**config.mk**
```make
export PLATFORM = sky130hd
export DESIGN_NAME = crossing_grid_heatmap_redraw_top
export DESIGN_NICKNAME = d
export VERILOG_FILES = /design/src/hdl/cghr_pkg.sv /design/src/hdl/crossing_grid_heatmap_redraw_top.sv /design/src/hdl/cghr_ram.sv /design/src/hdl/cghr_ctrl.sv /design/src/hdl/cghr_dpath.sv
export SDC_FILE = /design/constraint.sdc
export NUM_CORES = 2
export LEC_CHECK = 0
export ABC_AREA = 0
export ABC_CLOCK_PERIOD_IN_PS = 7600
export BUFFER_PORTS_ARGS = -buffer_cell sky130_fd_sc_hd__buf_4
export CORE_MARGIN = 2
export CORE_UTILIZATION = 57
export CTS_CLUSTER_DIAMETER = 120
export CTS_CLUSTER_SIZE = 10
export DETAILED_ROUTE_END_ITERATION = 10
export GPL_TIMING_DRIVEN = 0
export PLACE_DENSITY = 0.78
export SLEW_MARGIN = 20
export SYNTH_ARGS = -nofsm -noshare
export SYNTH_HDL_FRONTEND = slang
export SYNTH_SLANG_ARGS = --single-unit
```
**constraint.sdc**
```tcl
create_clock -name clk_i -period 7.6 [get_ports clk_i]
set_input_delay 1.14 -clock clk_i [delete_from_list [all_inputs] [get_ports clk_i]]
set_output_delay 1.14 -clock clk_i [all_outputs]
set_load 0.01 [all_outputs]
```
**src/hdl/cghr_pkg.sv**
```systemverilog
// Shared types, constants and the color ramp of the crossing grid heat map.
package cghr_pkg;

  localparam int unsigned LEVEL_W = 18;
  localparam int unsigned IDX_W   = 5;
  localparam int unsigned COLOR_W = 16;
  localparam int unsigned COORD_W = 9;
  localparam int unsigned FIELD_W = 3;

  localparam logic [COLOR_W-1:0] ZERO_COLOR = 16'd31;
  localparam logic [15:0]        X_PITCH    = 16'd53;
  localparam logic [15:0]        Y_PITCH    = 16'd35;
  localparam logic [7:0]         RAMP_SCALE = 8'd188;
  localparam logic signed [LEVEL_W:0] FULL_SUM = 19'sd131072;

  typedef struct packed {
    logic load;
    logic issue;
    logic drain;
  } cmd_t;

  typedef struct packed {
    logic in_range;
    logic advance;
    logic k_last;
    logic pipe_empty;
    logic pend_valid;
  } sts_t;

  // packed so that cell_col lands in the low bits of the output word
  typedef struct packed {
    logic [COLOR_W-1:0] color;
    logic [COORD_W-1:0] center_y;
    logic [COORD_W-1:0] center_x;
    logic [FIELD_W-1:0] cell_row;
    logic [FIELD_W-1:0] cell_col;
  } res_t;

  // blue -> green -> red ramp, t in 0..188
  function automatic logic [COLOR_W-1:0] ramp_color(logic [7:0] t);
    logic [15:0] tw;
    tw = {8'd0, t};
    if (t < 8'd64) begin
      return 16'd31 + (tw << 5);
    end else if (t < 8'd95) begin
      return 16'd2016 + (16'd94 - tw);
    end else if (t < 8'd126) begin
      return 16'd2016 + ((tw - 16'd94) << 11);
    end else begin
      return 16'd63488 + ((16'({8'd0, RAMP_SCALE}) - tw) << 5);
    end
  endfunction

endpackage

```
**src/hdl/crossing_grid_heatmap_redraw_top.sv**
```systemverilog
// Top level of the crossing grid heat map redraw block.
//
// Input stream: one word per sensor line update (line index and level, 65536 = 1.0).
// Indices below GRID_SIDE are columns, the next GRID_SIDE are rows; higher
// indices are accepted and dropped without effect.
// Output stream: one word per crossing cell whose color changes, with its
// grid position, circle center and RGB565 color; tlast marks the final
// word caused by one update. An update that changes nothing gives no word.
// Flow: an update walks its GRID_SIDE cells one per cycle, save while the
// sweep pauses for the output (below), through a three-stage pipeline
// (line read and cache read, ramp index, ramp and compare). The next
// update is taken after the sweep, once the pipeline is empty and the last
// word has moved to the output register; s_axis_tready is high only between
// updates. Each word leaves once the next changed cell or the end of the
// sweep is known.
// A stalled receiver holds the output word; with that word and one more
// pending, the sweep pauses at the next changed cell until the output
// register frees.
// Reset clears all line levels to zero and marks every cached color as the
// zero-level color; no clearing pass is needed.
module crossing_grid_heatmap_redraw_top #(
  parameter int unsigned GRID_SIDE = 8
) (
  input  logic        clk_i,
  input  logic        rst_ni,
  input  logic        s_axis_tvalid,
  output logic        s_axis_tready,
  input  logic [23:0] s_axis_tdata,  // line_index[4:0], level[22:5], zero pad
  output logic        m_axis_tvalid,
  input  logic        m_axis_tready,
  output logic [39:0] m_axis_tdata,  // cell_col, cell_row, center_x, center_y, color
  output logic        m_axis_tlast   // last
);
  import cghr_pkg::*;

  cmd_t cmd;
  sts_t sts;
  res_t res;

  cghr_ctrl u_ctrl (
    .clk_i     (clk_i),
    .rst_ni    (rst_ni),
    .s_valid_i (s_axis_tvalid),
    .sts_i     (sts),
    .cmd_o     (cmd),
    .s_ready_o (s_axis_tready)
  );

  cghr_dpath #(
    .GRID_SIDE (GRID_SIDE)
  ) u_dpath (
    .clk_i        (clk_i),
    .rst_ni       (rst_ni),
    .cmd_i        (cmd),
    .sts_o        (sts),
    .line_index_i (s_axis_tdata[IDX_W-1:0]),
    .level_i      (s_axis_tdata[IDX_W+LEVEL_W-1:IDX_W]),
    .m_ready_i    (m_axis_tready),
    .m_valid_o    (m_axis_tvalid),
    .m_last_o     (m_axis_tlast),
    .m_res_o      (res)
  );

  assign m_axis_tdata = res;

endmodule

```
**src/hdl/cghr_ram.sv**
```systemverilog
// Generic single-write, single-read RAM with registered read data.
module cghr_ram #(
  parameter int unsigned WIDTH = 16,
  parameter int unsigned DEPTH = 64
) (
  input  logic                     clk_i,
  input  logic                     we_i,
  input  logic [$clog2(DEPTH)-1:0] waddr_i,
  input  logic [WIDTH-1:0]         wdata_i,
  input  logic                     re_i,
  input  logic [$clog2(DEPTH)-1:0] raddr_i,
  output logic [WIDTH-1:0]         rdata_o
);

  logic [WIDTH-1:0] mem_q [DEPTH];
  logic [WIDTH-1:0] rdata_q;

  always_ff @(posedge clk_i) begin
    if (we_i) begin
      mem_q[waddr_i] <= wdata_i;
    end
    if (re_i) begin
      rdata_q <= mem_q[raddr_i];
    end
  end

  assign rdata_o = rdata_q;

endmodule

```
**src/hdl/cghr_ctrl.sv**
```systemverilog
// Sequencer: takes a line update, sweeps its cells, then drains the pipeline.
module cghr_ctrl (
  input  logic          clk_i,
  input  logic          rst_ni,
  input  logic          s_valid_i,
  input  cghr_pkg::sts_t sts_i,
  output cghr_pkg::cmd_t cmd_o,
  output logic          s_ready_o
);
  import cghr_pkg::*;

  typedef enum logic [2:0] {
    ST_IDLE  = 3'b001,
    ST_ISSUE = 3'b010,
    ST_DRAIN = 3'b100
  } state_e;

  state_e state_q, state_d;

  always_comb begin
    state_d   = state_q;
    cmd_o     = '0;
    s_ready_o = 1'b0;
    unique case (state_q)
      ST_IDLE: begin
        s_ready_o = 1'b1;
        if (s_valid_i && sts_i.in_range) begin
          cmd_o.load = 1'b1;
          state_d    = ST_ISSUE;
        end
      end
      ST_ISSUE: begin
        cmd_o.issue = 1'b1;
        if (sts_i.advance && sts_i.k_last) begin
          state_d = ST_DRAIN;
        end
      end
      ST_DRAIN: begin
        cmd_o.drain = 1'b1;
        if (sts_i.pipe_empty && !sts_i.pend_valid) begin
          state_d = ST_IDLE;
        end
      end
      default: state_d = ST_IDLE;
    endcase
  end

  always_ff @(posedge clk_i or negedge rst_ni) begin
    if (!rst_ni) begin
      state_q <= ST_IDLE;
    end else begin
      state_q <= state_d;
    end
  end

endmodule

```
**src/hdl/cghr_dpath.sv**
```systemverilog
// Datapath: line levels, cell color cache, three-stage cell pipeline, output word.
module cghr_dpath #(
  parameter int unsigned GRID_SIDE = 8
) (
  input  logic                           clk_i,
  input  logic                           rst_ni,
  input  cghr_pkg::cmd_t                 cmd_i,
  output cghr_pkg::sts_t                 sts_o,
  input  logic [cghr_pkg::IDX_W-1:0]     line_index_i,
  input  logic signed [cghr_pkg::LEVEL_W-1:0] level_i,
  input  logic                           m_ready_i,
  output logic                           m_valid_o,
  output logic                           m_last_o,
  output cghr_pkg::res_t                 m_res_o
);
  import cghr_pkg::*;

  localparam int unsigned ColW  = (GRID_SIDE > 1) ? $clog2(GRID_SIDE) : 1;
  localparam int unsigned LineW = $clog2(2 * GRID_SIDE);
  localparam int unsigned CellW = $clog2(GRID_SIDE * GRID_SIDE);
  localparam int unsigned Cells = GRID_SIDE * GRID_SIDE;

  // line store and current update
  logic signed [LEVEL_W-1:0] lines_q [2*GRID_SIDE];
  logic signed [LEVEL_W-1:0] cur_lvl_q;
  logic                      cur_is_col_q;
  logic [ColW-1:0]           cur_line_q;
  logic [ColW-1:0]           k_q;
  logic                      in_is_col;

  // cache valid bits
  logic [Cells-1:0] cvld_q;
  logic             vld_rd_q;
  logic [COLOR_W-1:0] ram_rdata;

  // stage 0 (issue)
  logic [ColW-1:0]  s0_col, s0_row;
  logic [LineW-1:0] s0_oth_idx;
  logic [CellW-1:0] s0_addr;
  logic             s0_fire;

  // stage 1
  logic                      s1_valid_q;
  logic [ColW-1:0]           s1_col_q, s1_row_q;
  logic [CellW-1:0]          s1_addr_q;
  logic signed [LEVEL_W-1:0] s1_oth_q;
  logic signed [LEVEL_W:0]   s1_sum;
  logic [24:0]               s1_prod;
  logic [7:0]                s1_t;

  // stage 2
  logic               s2_valid_q;
  logic [ColW-1:0]    s2_col_q, s2_row_q;
  logic [CellW-1:0]   s2_addr_q;
  logic [7:0]         s2_t_q;
  logic [COLOR_W-1:0] s2_cached_q;
  logic [COLOR_W-1:0] s2_color;
  logic               s2_changed;
  res_t               s2_res;
  logic [15:0]        s2_cx, s2_cy;

  // pending and output words
  logic pend_valid_q;
  res_t pend_q;
  logic m_valid_q, m_last_q;
  res_t m_res_q;

  logic out_free, advance, pipe_empty, move_mid, move_final;

  assign in_is_col = line_index_i < IDX_W'(GRID_SIDE);

  assign out_free   = !m_valid_q || m_ready_i;
  assign advance    = !(s2_changed && pend_valid_q && !out_free);
  assign pipe_empty = !s1_valid_q && !s2_valid_q;
  assign move_mid   = advance && s2_changed && pend_valid_q;
  assign move_final = cmd_i.drain && pipe_empty && pend_valid_q && out_free;
  assign s0_fire    = cmd_i.issue && advance;

  assign sts_o.in_range   = {1'b0, line_index_i} < (IDX_W + 1)'(2 * GRID_SIDE);
  assign sts_o.advance    = advance;
  assign sts_o.k_last     = k_q == ColW'(GRID_SIDE - 1);
  assign sts_o.pipe_empty = pipe_empty;
  assign sts_o.pend_valid = pend_valid_q;

  always_comb begin
    if (cur_is_col_q) begin
      s0_col     = cur_line_q;
      s0_row     = k_q;
      s0_oth_idx = LineW'(GRID_SIDE) + LineW'(k_q);
    end else begin
      s0_col     = k_q;
      s0_row     = cur_line_q;
      s0_oth_idx = LineW'(k_q);
    end
    s0_addr = CellW'(s0_col) * CellW'(GRID_SIDE) + CellW'(s0_row);
  end

  // ramp index: zero line forces zero, out-of-range average forces full scale
  always_comb begin
    s1_sum  = {cur_lvl_q[LEVEL_W-1], cur_lvl_q} + {s1_oth_q[LEVEL_W-1], s1_oth_q};
    s1_prod = 25'(s1_sum[LEVEL_W-1:0]) * 25'(RAMP_SCALE);
    if (cur_lvl_q == '0 || s1_oth_q == '0) begin
      s1_t = 8'd0;
    end else if (s1_sum < 0 || s1_sum > FULL_SUM) begin
      s1_t = RAMP_SCALE;
    end else begin
      s1_t = s1_prod[24:17];
    end
  end

  always_comb begin
    s2_color        = ramp_color(s2_t_q);
    s2_changed      = s2_valid_q && (s2_color != s2_cached_q);
    s2_cx           = (16'(s2_col_q) + 16'd1) * X_PITCH;
    s2_cy           = (16'(s2_row_q) + 16'd1) * Y_PITCH;
    s2_res.color    = s2_color;
    s2_res.center_x = s2_cx[COORD_W-1:0];
    s2_res.center_y = s2_cy[COORD_W-1:0];
    s2_res.cell_col = FIELD_W'(s2_col_q);
    s2_res.cell_row = FIELD_W'(s2_row_q);
  end

  cghr_ram #(
    .WIDTH (COLOR_W),
    .DEPTH (Cells)
  ) u_cache (
    .clk_i   (clk_i),
    .we_i    (advance && s2_changed),
    .waddr_i (s2_addr_q),
    .wdata_i (s2_color),
    .re_i    (s0_fire),
    .raddr_i (s0_addr),
    .rdata_o (ram_rdata)
  );

  always_ff @(posedge clk_i or negedge rst_ni) begin
    if (!rst_ni) begin
      for (int i = 0; i < 2 * GRID_SIDE; i++) begin
        lines_q[i] <= '0;
      end
      cvld_q       <= '0;
      k_q          <= '0;
      s1_valid_q   <= 1'b0;
      s2_valid_q   <= 1'b0;
      pend_valid_q <= 1'b0;
      m_valid_q    <= 1'b0;
    end else begin
      if (cmd_i.load) begin
        lines_q[LineW'(line_index_i)] <= level_i;
        k_q <= '0;
      end else if (s0_fire) begin
        k_q <= k_q + ColW'(1);
      end
      if (advance) begin
        s1_valid_q <= s0_fire;
        s2_valid_q <= s1_valid_q;
      end
      if (advance && s2_changed) begin
        cvld_q[s2_addr_q] <= 1'b1;
        pend_valid_q      <= 1'b1;
      end else if (move_final) begin
        pend_valid_q <= 1'b0;
      end
      if (move_mid || move_final) begin
        m_valid_q <= 1'b1;
      end else if (m_ready_i) begin
        m_valid_q <= 1'b0;
      end
    end
  end

  always_ff @(posedge clk_i) begin
    if (cmd_i.load) begin
      cur_lvl_q    <= level_i;
      cur_is_col_q <= in_is_col;
      cur_line_q   <= in_is_col ? ColW'(line_index_i)
                                : ColW'(line_index_i - IDX_W'(GRID_SIDE));
    end
    if (s0_fire) begin
      s1_col_q  <= s0_col;
      s1_row_q  <= s0_row;
      s1_addr_q <= s0_addr;
      s1_oth_q  <= lines_q[s0_oth_idx];
      vld_rd_q  <= cvld_q[s0_addr];
    end
    if (advance) begin
      s2_col_q    <= s1_col_q;
      s2_row_q    <= s1_row_q;
      s2_addr_q   <= s1_addr_q;
      s2_t_q      <= s1_t;
      s2_cached_q <= vld_rd_q ? ram_rdata : ZERO_COLOR;
    end
    if (advance && s2_changed) begin
      pend_q <= s2_res;
    end
    if (move_mid || move_final) begin
      m_res_q  <= pend_q;
      m_last_q <= move_final;
    end
  end

  assign m_valid_o = m_valid_q;
  assign m_last_o  = m_last_q;
  assign m_res_o   = m_res_q;

endmodule

```
== Word-level counts from Yosys, hierarchy flattened ==
Memory sizes are Yosys's and may differ from the RTL's. A register that Yosys moved wholly into a read port is not among the register bits.
Index checks and enable logic that the tools add are counted.
Storage, ports and cells
  register bits after elaboration: 532
  memory bits (writable): 1024
  input port bits: 28
  output and inout bits: 43
  logic and storage cells: 157
  memories kept: 1
Cells by class
  add/sub/neg operators: 14
  $mul: 3
  order comparisons: 13
  equal/unequal tests: 8
  muxes and demuxes: 35
  bitwise gates (word level): 3
  reductions and logical operators: 32
Memory list
  u_dpath.u_cache.mem_q: depth 64, width 16, rd ports 1, clocked after Yosys merged registers in 1, wr ports 1, RTL line cghr_ram.sv:15  | logic [WIDTH-1:0] mem_q [DEPTH];
Operator list (count)
  bitwise mux 288 bit: 1
  binary-select mux 18 bit (select 4 bit): 1
  demux 18 bit (select 4 bit): 1
  bitwise OR 64 bit: 1
  2-to-1 mux 18 bit: 3
  2-to-1 mux 16 bit: 3
  logical NOT 18 bit: 2
  adder 11 x 16 -> 16 bit (first input constant): 2
  multiplier 16 x 6 -> 9 bit (second input constant): 2
  < comparator 8 x 7 -> 1 bit (second input constant): 3
  2-to-1 mux 3 bit: 8
  multiplier 18 x 6 -> 23 bit (second input constant): 1
  adder 18 x 18 -> 19 bit: 1
  greater-than comparator 19 bit (second input constant): 1
  < comparator 19 x 1 -> 1 bit (second input constant): 1
  adder 16 bit (first input constant): 1
  != test 16 bit: 1
  logical AND 1 bit: 15
  adder 5 x 13 -> 14 bit (first input constant): 1
  < comparator 6 x 7 -> 1 bit (second input constant): 2
  2-to-1 mux 1 bit: 13
  >= comparator 5 bit (second input constant): 2
  inverter 4 -> 5 bit: 2
  case mux 3 bit (3 select lines): 1
  other kinds (25): 39

== Longest topological paths before layout ==
  word-level depth: 14
  depth in mapped cells: 26
  mapped depth without buffers: 26

== Cells and area by module ==
From an unflattened synthesis, not the netlist that was laid out.
Second synthesis, totals
  cell total of the unflattened synthesis: 3739
  area total of the unflattened synthesis: 66531.3 um^2
By module, submodules not included
  cghr_ram: times used 1, cells an instance 1829, area each 40202.3 um^2, sequential area each 31230.0 um^2
  cghr_dpath: times used 1, cells an instance 1892, area each 26150.1 um^2, sequential area each 13728.2 um^2
  cghr_ctrl: times used 1, cells an instance 18, area each 178.9 um^2, sequential area each 76.3 um^2

== Worst setup path before layout ==
No wires, ideal clock.
  kind: flip-flop to flip-flop
  from: register u_dpath.s2_t_q[1]
  to: register u_dpath.m_last_q, in the netlist u_dpath.m_last_o (enable)
  setup time: 0.501 ns
  arrival time: 7.748 ns
  data required time: 7.099 ns
  slack: -0.649 ns
  stages on the path, launching flop included: 15
  path buffers: 0
  clock period less this slack: 8.249 ns
  cells stage by stage: edfxtp_1 -> ha_1 -> and4_1 -> o21a_1 -> nor2_1 -> ha_1 -> inv_1 -> a41oi_1 -> o31ai_1 -> a21oi_1 -> xnor2_1 -> and4_1 -> and4_1 -> nand2b_1 -> o31ai_1
On the way
  longest elaborated chain between the ends: 13
  elaborated cells between the ends (all ways): 21
  classes of those cells: 7 x add/sub; 3 x order compare; 1 x eq/ne; 3 x mux; 7 x reduce/logical
RTL lines
  start: declaration: RTL line cghr_dpath.sv:55  | logic [7:0] s2_t_q;
  start signal: assignment: RTL line cghr_dpath.sv:190  | s2_t_q <= s1_t;
  subtractor 8 x 8 -> 9 bit: RTL line cghr_pkg.sv:50  | return 16'd63488 + ((16'({8'd0, RAMP_SCALE}) - tw) << 5);
  adder 16 bit: RTL line cghr_pkg.sv:50
  2-to-1 mux 16 bit: RTL line cghr_pkg.sv:47  | end else if (t < 8'd126) begin
  2-to-1 mux 16 bit: RTL line cghr_pkg.sv:45  | end else if (t < 8'd95) begin
  2-to-1 mux 16 bit *: RTL line cghr_pkg.sv:43  | if (t < 8'd64) begin
  net u_dpath.s2_color[9]: RTL line cghr_dpath.sv:57  | logic [COLOR_W-1:0] s2_color;
  != test 16 bit *: RTL line cghr_dpath.sv:113  | s2_changed = s2_valid_q && (s2_color != s2_cached_q);
  logical AND 1 bit *: RTL line cghr_dpath.sv:113
  logical AND 1 bit (2 in series): RTL line cghr_dpath.sv:73  | assign advance = !(s2_changed && pend_valid_q && !out_free);
  logical NOT 1 bit: RTL line cghr_dpath.sv:73
  logical AND 1 bit * (2 in series): RTL line cghr_dpath.sv:75  | assign move_mid = advance && s2_changed && pend_valid_q;
  logical OR 1 bit *: RTL line cghr_dpath.sv:196  | if (move_mid || move_final) begin
  end signal: assignment: RTL line cghr_dpath.sv:198  | m_last_q <= move_final;
  end: declaration: RTL line cghr_dpath.sv:65  | logic m_valid_q, m_last_q;
Mark *: on every way through the listed nets, which the timed path passes. The rest lies on a longest branch.
A chain may end at the register's enable or synchronous reset.

== Final worst setup path ==
  from: register u_dpath.cur_lvl_q[0]
  to: register u_dpath.s2_t_q[7], data pin
On the way
  longest elaborated chain between the ends: 4
  elaborated cells between the ends (all ways): 8
  classes of those cells: 1 x add/sub; 1 x mul; 2 x order compare; 1 x mux; 3 x reduce/logical
RTL lines
  start: declaration: RTL line cghr_dpath.sv:25  | logic signed [LEVEL_W-1:0] cur_lvl_q;
  start signal: assignment: RTL line cghr_dpath.sv:174  | cur_lvl_q <= level_i;
  branches (longest 4 deep; another with multiplier 18 x 6 -> 23 bit)
Parallel ways; which one is timed is not known.

==> results.toml <==
[run_status]
outcome = "complete, but fails checks"
failed_checks = "design-rule violations"

[synth]
synth_most_common_cell = "edfxtp_1"
synth-main-ff-cell = "edfxtp_1"
synthCells = 5076
synth_top_area_share_pct = 53.6
ys_warn_count = 0
syn_nets = 5249
ys_ff_latch = 1560
ys_types = 80
synthArstFlopShare_pct = 23.2
ys_top_cells_by_area = "edfxtp_1 (54%), dfrtp_1 (13%), nand2_1 (6.3%), mux2_2 (4.8%), nand3_1 (4.3%)"
post-synth-top-area-cell = "edfxtp_1"
avgSynthCellArea_sq_um = 13.2
synth_edf_count = 1198
synth_commonest_cells = "edfxtp_1 (1198), nand2_1 (1135), nand3_1 (572)"
syn_area_sq_um = 67100
ys_seq_area_share_pct = 67.1

[sta]
post-route-min-period_ns = 6.75
worst_pin_slew_ns = 1.21
fin_crit_sh_pct = 88.8
slew_headroom_pct = 18.8
rsz0062_at_grt = "no"
fin_ws_ns = 0.852
final-hold-violation-count = 0
slew_violations = 0
fmax_mhz = 148
finClkSkew_ns = 0.0478
fin_hold_ws_ns = 0.396
setup_viol = 0

[pwr]
seqPwrFrac_pct = 43.4
pwr-share-clk_pct = 29.9
switching_power_mw = 7.86
p_int_mw = 17.2
swShare_pct = 31.3
pwr-share-comb_pct = 26.7
power_leakage_nw = 28.1
peakVddDrop_mv = 0.266
power_density_nw_per_um2 = 331

[routing]
wl_met1_mm = 70.0
routed-wl-met3_mm = 22.8
route.detailed.drc = 2
totalWireLength_mm = 193
post_drt_wl_per_cell_um = 27.6
drtAntennaViolNets = 0
met2_length_mm = 88.6
dr.pass1.iters = 10
drt_iter0_drc = 6522
vias_per_cell = 6.53
vias = 45500
top_layer = "met5"

[clock_network]
cts_num_sinks = 1560
ctsHoldBuffers = 0
clock_path_buffers = 3
ctsResizeCount = 0
cts_buffers = 173
htree_levels = 4
cts_tree = "built"
clk_latency_ns = 0.79
clk_pin_slew_ns = 0.06
postCtsSetupRepairBufs = 0
clockRootBuffer = "clkbuf_16"

[placement]
dpl.hpwl_mm = 130
routabilityCongestion = 1.01
portBuffers = 69
dp_worst_setup_slack_ns = 0.908

[floorplan]
initial_core_util_pct = 57.6
row_count = 125
core_area_sq_um = 117000
floorplan.die.width_um = 347
num_io_pins = 71
dieArea_sq_um = 121000
die_y_um = 347

[global_route]
grt_pass1_wl_mm = 282
grtUsageTotal_pct = 31.7
grt_overflow = 0
grt_pass1_vias = 44900
grt_max_degree = 101
antenna_found_initial = 8

[setup_path]
path_class = "register to register"
arrival_ns = 7.24
required_ns = 8.09
crit_path_start_kind = "register"
crit_fanout = 5
worst_setup_path_end_kind = "register"

[final_layout]
final_nets = 5542
area_growth_pct = 13.0
drive_gt1_share_pct = 15.2

[worst_hold_path]
hp-class = "input pin to async pin"

[flow_run]
maxCapViolations = 0
## metrics by stage
| step | cells | instance area, sq um | util [%] | TNS (ns) | power, mW |
|---|---|---|---|---|---|
| floorplan | 5076 | 67200 | - | 0 | 14.6 |
| global placement | 6669 | 69600 | 59.7 | -3547.66 | 16.6 |
| detailed placement | 6717 | 71000 | 60.9 | 0 | 17.5 |
| CTS | 6967 | 75800 | 65.1 | 0 | 24.9 |
| global route | 6968 | 75900 | 65.1 | 0 | 25.8 |
| finish | 6969 | 75900 | 65.1 | 0 | 25.1 |
## per-layer routing
metal | global-route usage (%) | up-vias
li1 | - | 19200
met1 | 41.3 | 22700
met2 | 49.0 | 3022
met3 | 8.23 | 589
met4 | 17.0 | 6
met5 | 0 | -
## cell usage in the layout, fill, tap and decap left out, drive strengths merged, types with 26 or more instances in the layout
master / Yosys / layout
nor3: 27 / 27
mux4: 90 / 90
nor2: 110 / 110
clkbuf: 275 / 516
mux2: 288 / 288
and3: 75 / 75
edfxtp: 1198 / 1198
ha: 105 / 105
xnor2: 43 / 43
dfrtp: 361 / 361
fa: 40 / 40
o21bai: 68 / 68
a311oi: 188 / 188
inv: 108 / 116
buf: 51 / 165
nand3: 575 / 575
nand2: 1135 / 1135
o21ai: 26 / 26
a21oi: 79 / 79
## kinds of logic (layout without fill, tap and decap cells)
logic type / Yosys count / after routing / share of synthesized area (%)
and+or+nand+nor: 2032 / 2032 / 13.4
DFF: 1560 / 1560 / 67.1
AOI/OAI and AO/OA: 448 / 448 / 5.05
buffers and inverters: 436 / 804 / 2.50
muxes: 389 / 389 / 8.01
adders and majority gates: 145 / 145 / 3.15
xor gates and xnor gates: 66 / 66 / 0.861
other: 0 / 1 / 0
## worst paths after layout
path / start / to / slack [ns] / depth (start not counted)
worst max-delay path: u_dpath.cur_lvl_q[0] / u_dpath.s2_t_q[7] / 0.85 / 24
worst min-delay path: rst_ni / u_dpath.lines_q[140] / 0.40 / 1
worst max register to register: u_dpath.cur_lvl_q[0] / u_dpath.s2_t_q[7] / 0.85 / 24
worst min register to register: u_dpath.pend_q[29] / u_dpath.m_res_o[29] / 0.42 / 0
max in group asynchronous: rst_ni / u_dpath.cvld_q[35] / 5.76 / 3
min in group clk_i: u_dpath.pend_q[29] / u_dpath.m_res_o[29] / 0.42 / 0
## state kept, by name, summed over array words and instances (netlist names), 8 cells and up
name / count
u_dpath.m_res_o: 40
u_dpath.s2_cached_q: 16
u_dpath.lines_q: 288
u_dpath.s2_t_q: 8
u_dpath.cur_lvl_q: 18
u_dpath.u_cache.rdata_o: 16
u_dpath.u_cache.mem_q: 1024
u_dpath.cvld_q: 64
u_dpath.pend_q: 40
u_dpath.s1_oth_q: 18
## power by group through the flow
| stage | clock, mW | combinational (mW) | sequential [mW] |
|---|---|---|---|
| floorplan | 0 | 3.55 | 11.1 |
| global placement | 0 | 5.39 | 11.2 |
| detailed placement | 0 | 6.49 | 11.0 |
| CTS | 7.48 | 6.54 | 10.9 |
| global route | 7.82 | 7.08 | 10.9 |
| finish | 7.49 | 6.70 | 10.9 |
## layout make-up
cell class	instances	area, sq um
flip-flops and latches	1560	45000
fillers	7913	40600
multi-input cells	3080	20800
clock buffers	237	4590
well taps	1524	1910
repair buffers	118	1580
plain buffers	326	1280
inverters	110	418
clock inverters	13	263
diodes	1	2.50
## worst max-delay path, cell delays in order, from the launching register on
cell	delay (ns)
edfxtp_1	0.46
ha_1	0.25
fa_1	0.43
a211oi_1	0.28
o21ai_0	0.20
a31oi_1	0.32
nor2b_1	0.08
o21ai_0	0.20
nor2b_1	0.18
xnor2_1	0.29
inv_1	0.17
fa_1	0.51
fa_1	0.50
fa_1	0.50
inv_1	0.04
ha_1	0.33
a21o_1	0.18
a21o_1	0.18
a221o_1	0.34
a31oi_1	0.30
o21ai_0	0.19
o21a_1	0.20
nor2_1	0.11
xnor2_1	0.13
a21oi_1	0.08
Power figures use the tool's default switching activity.
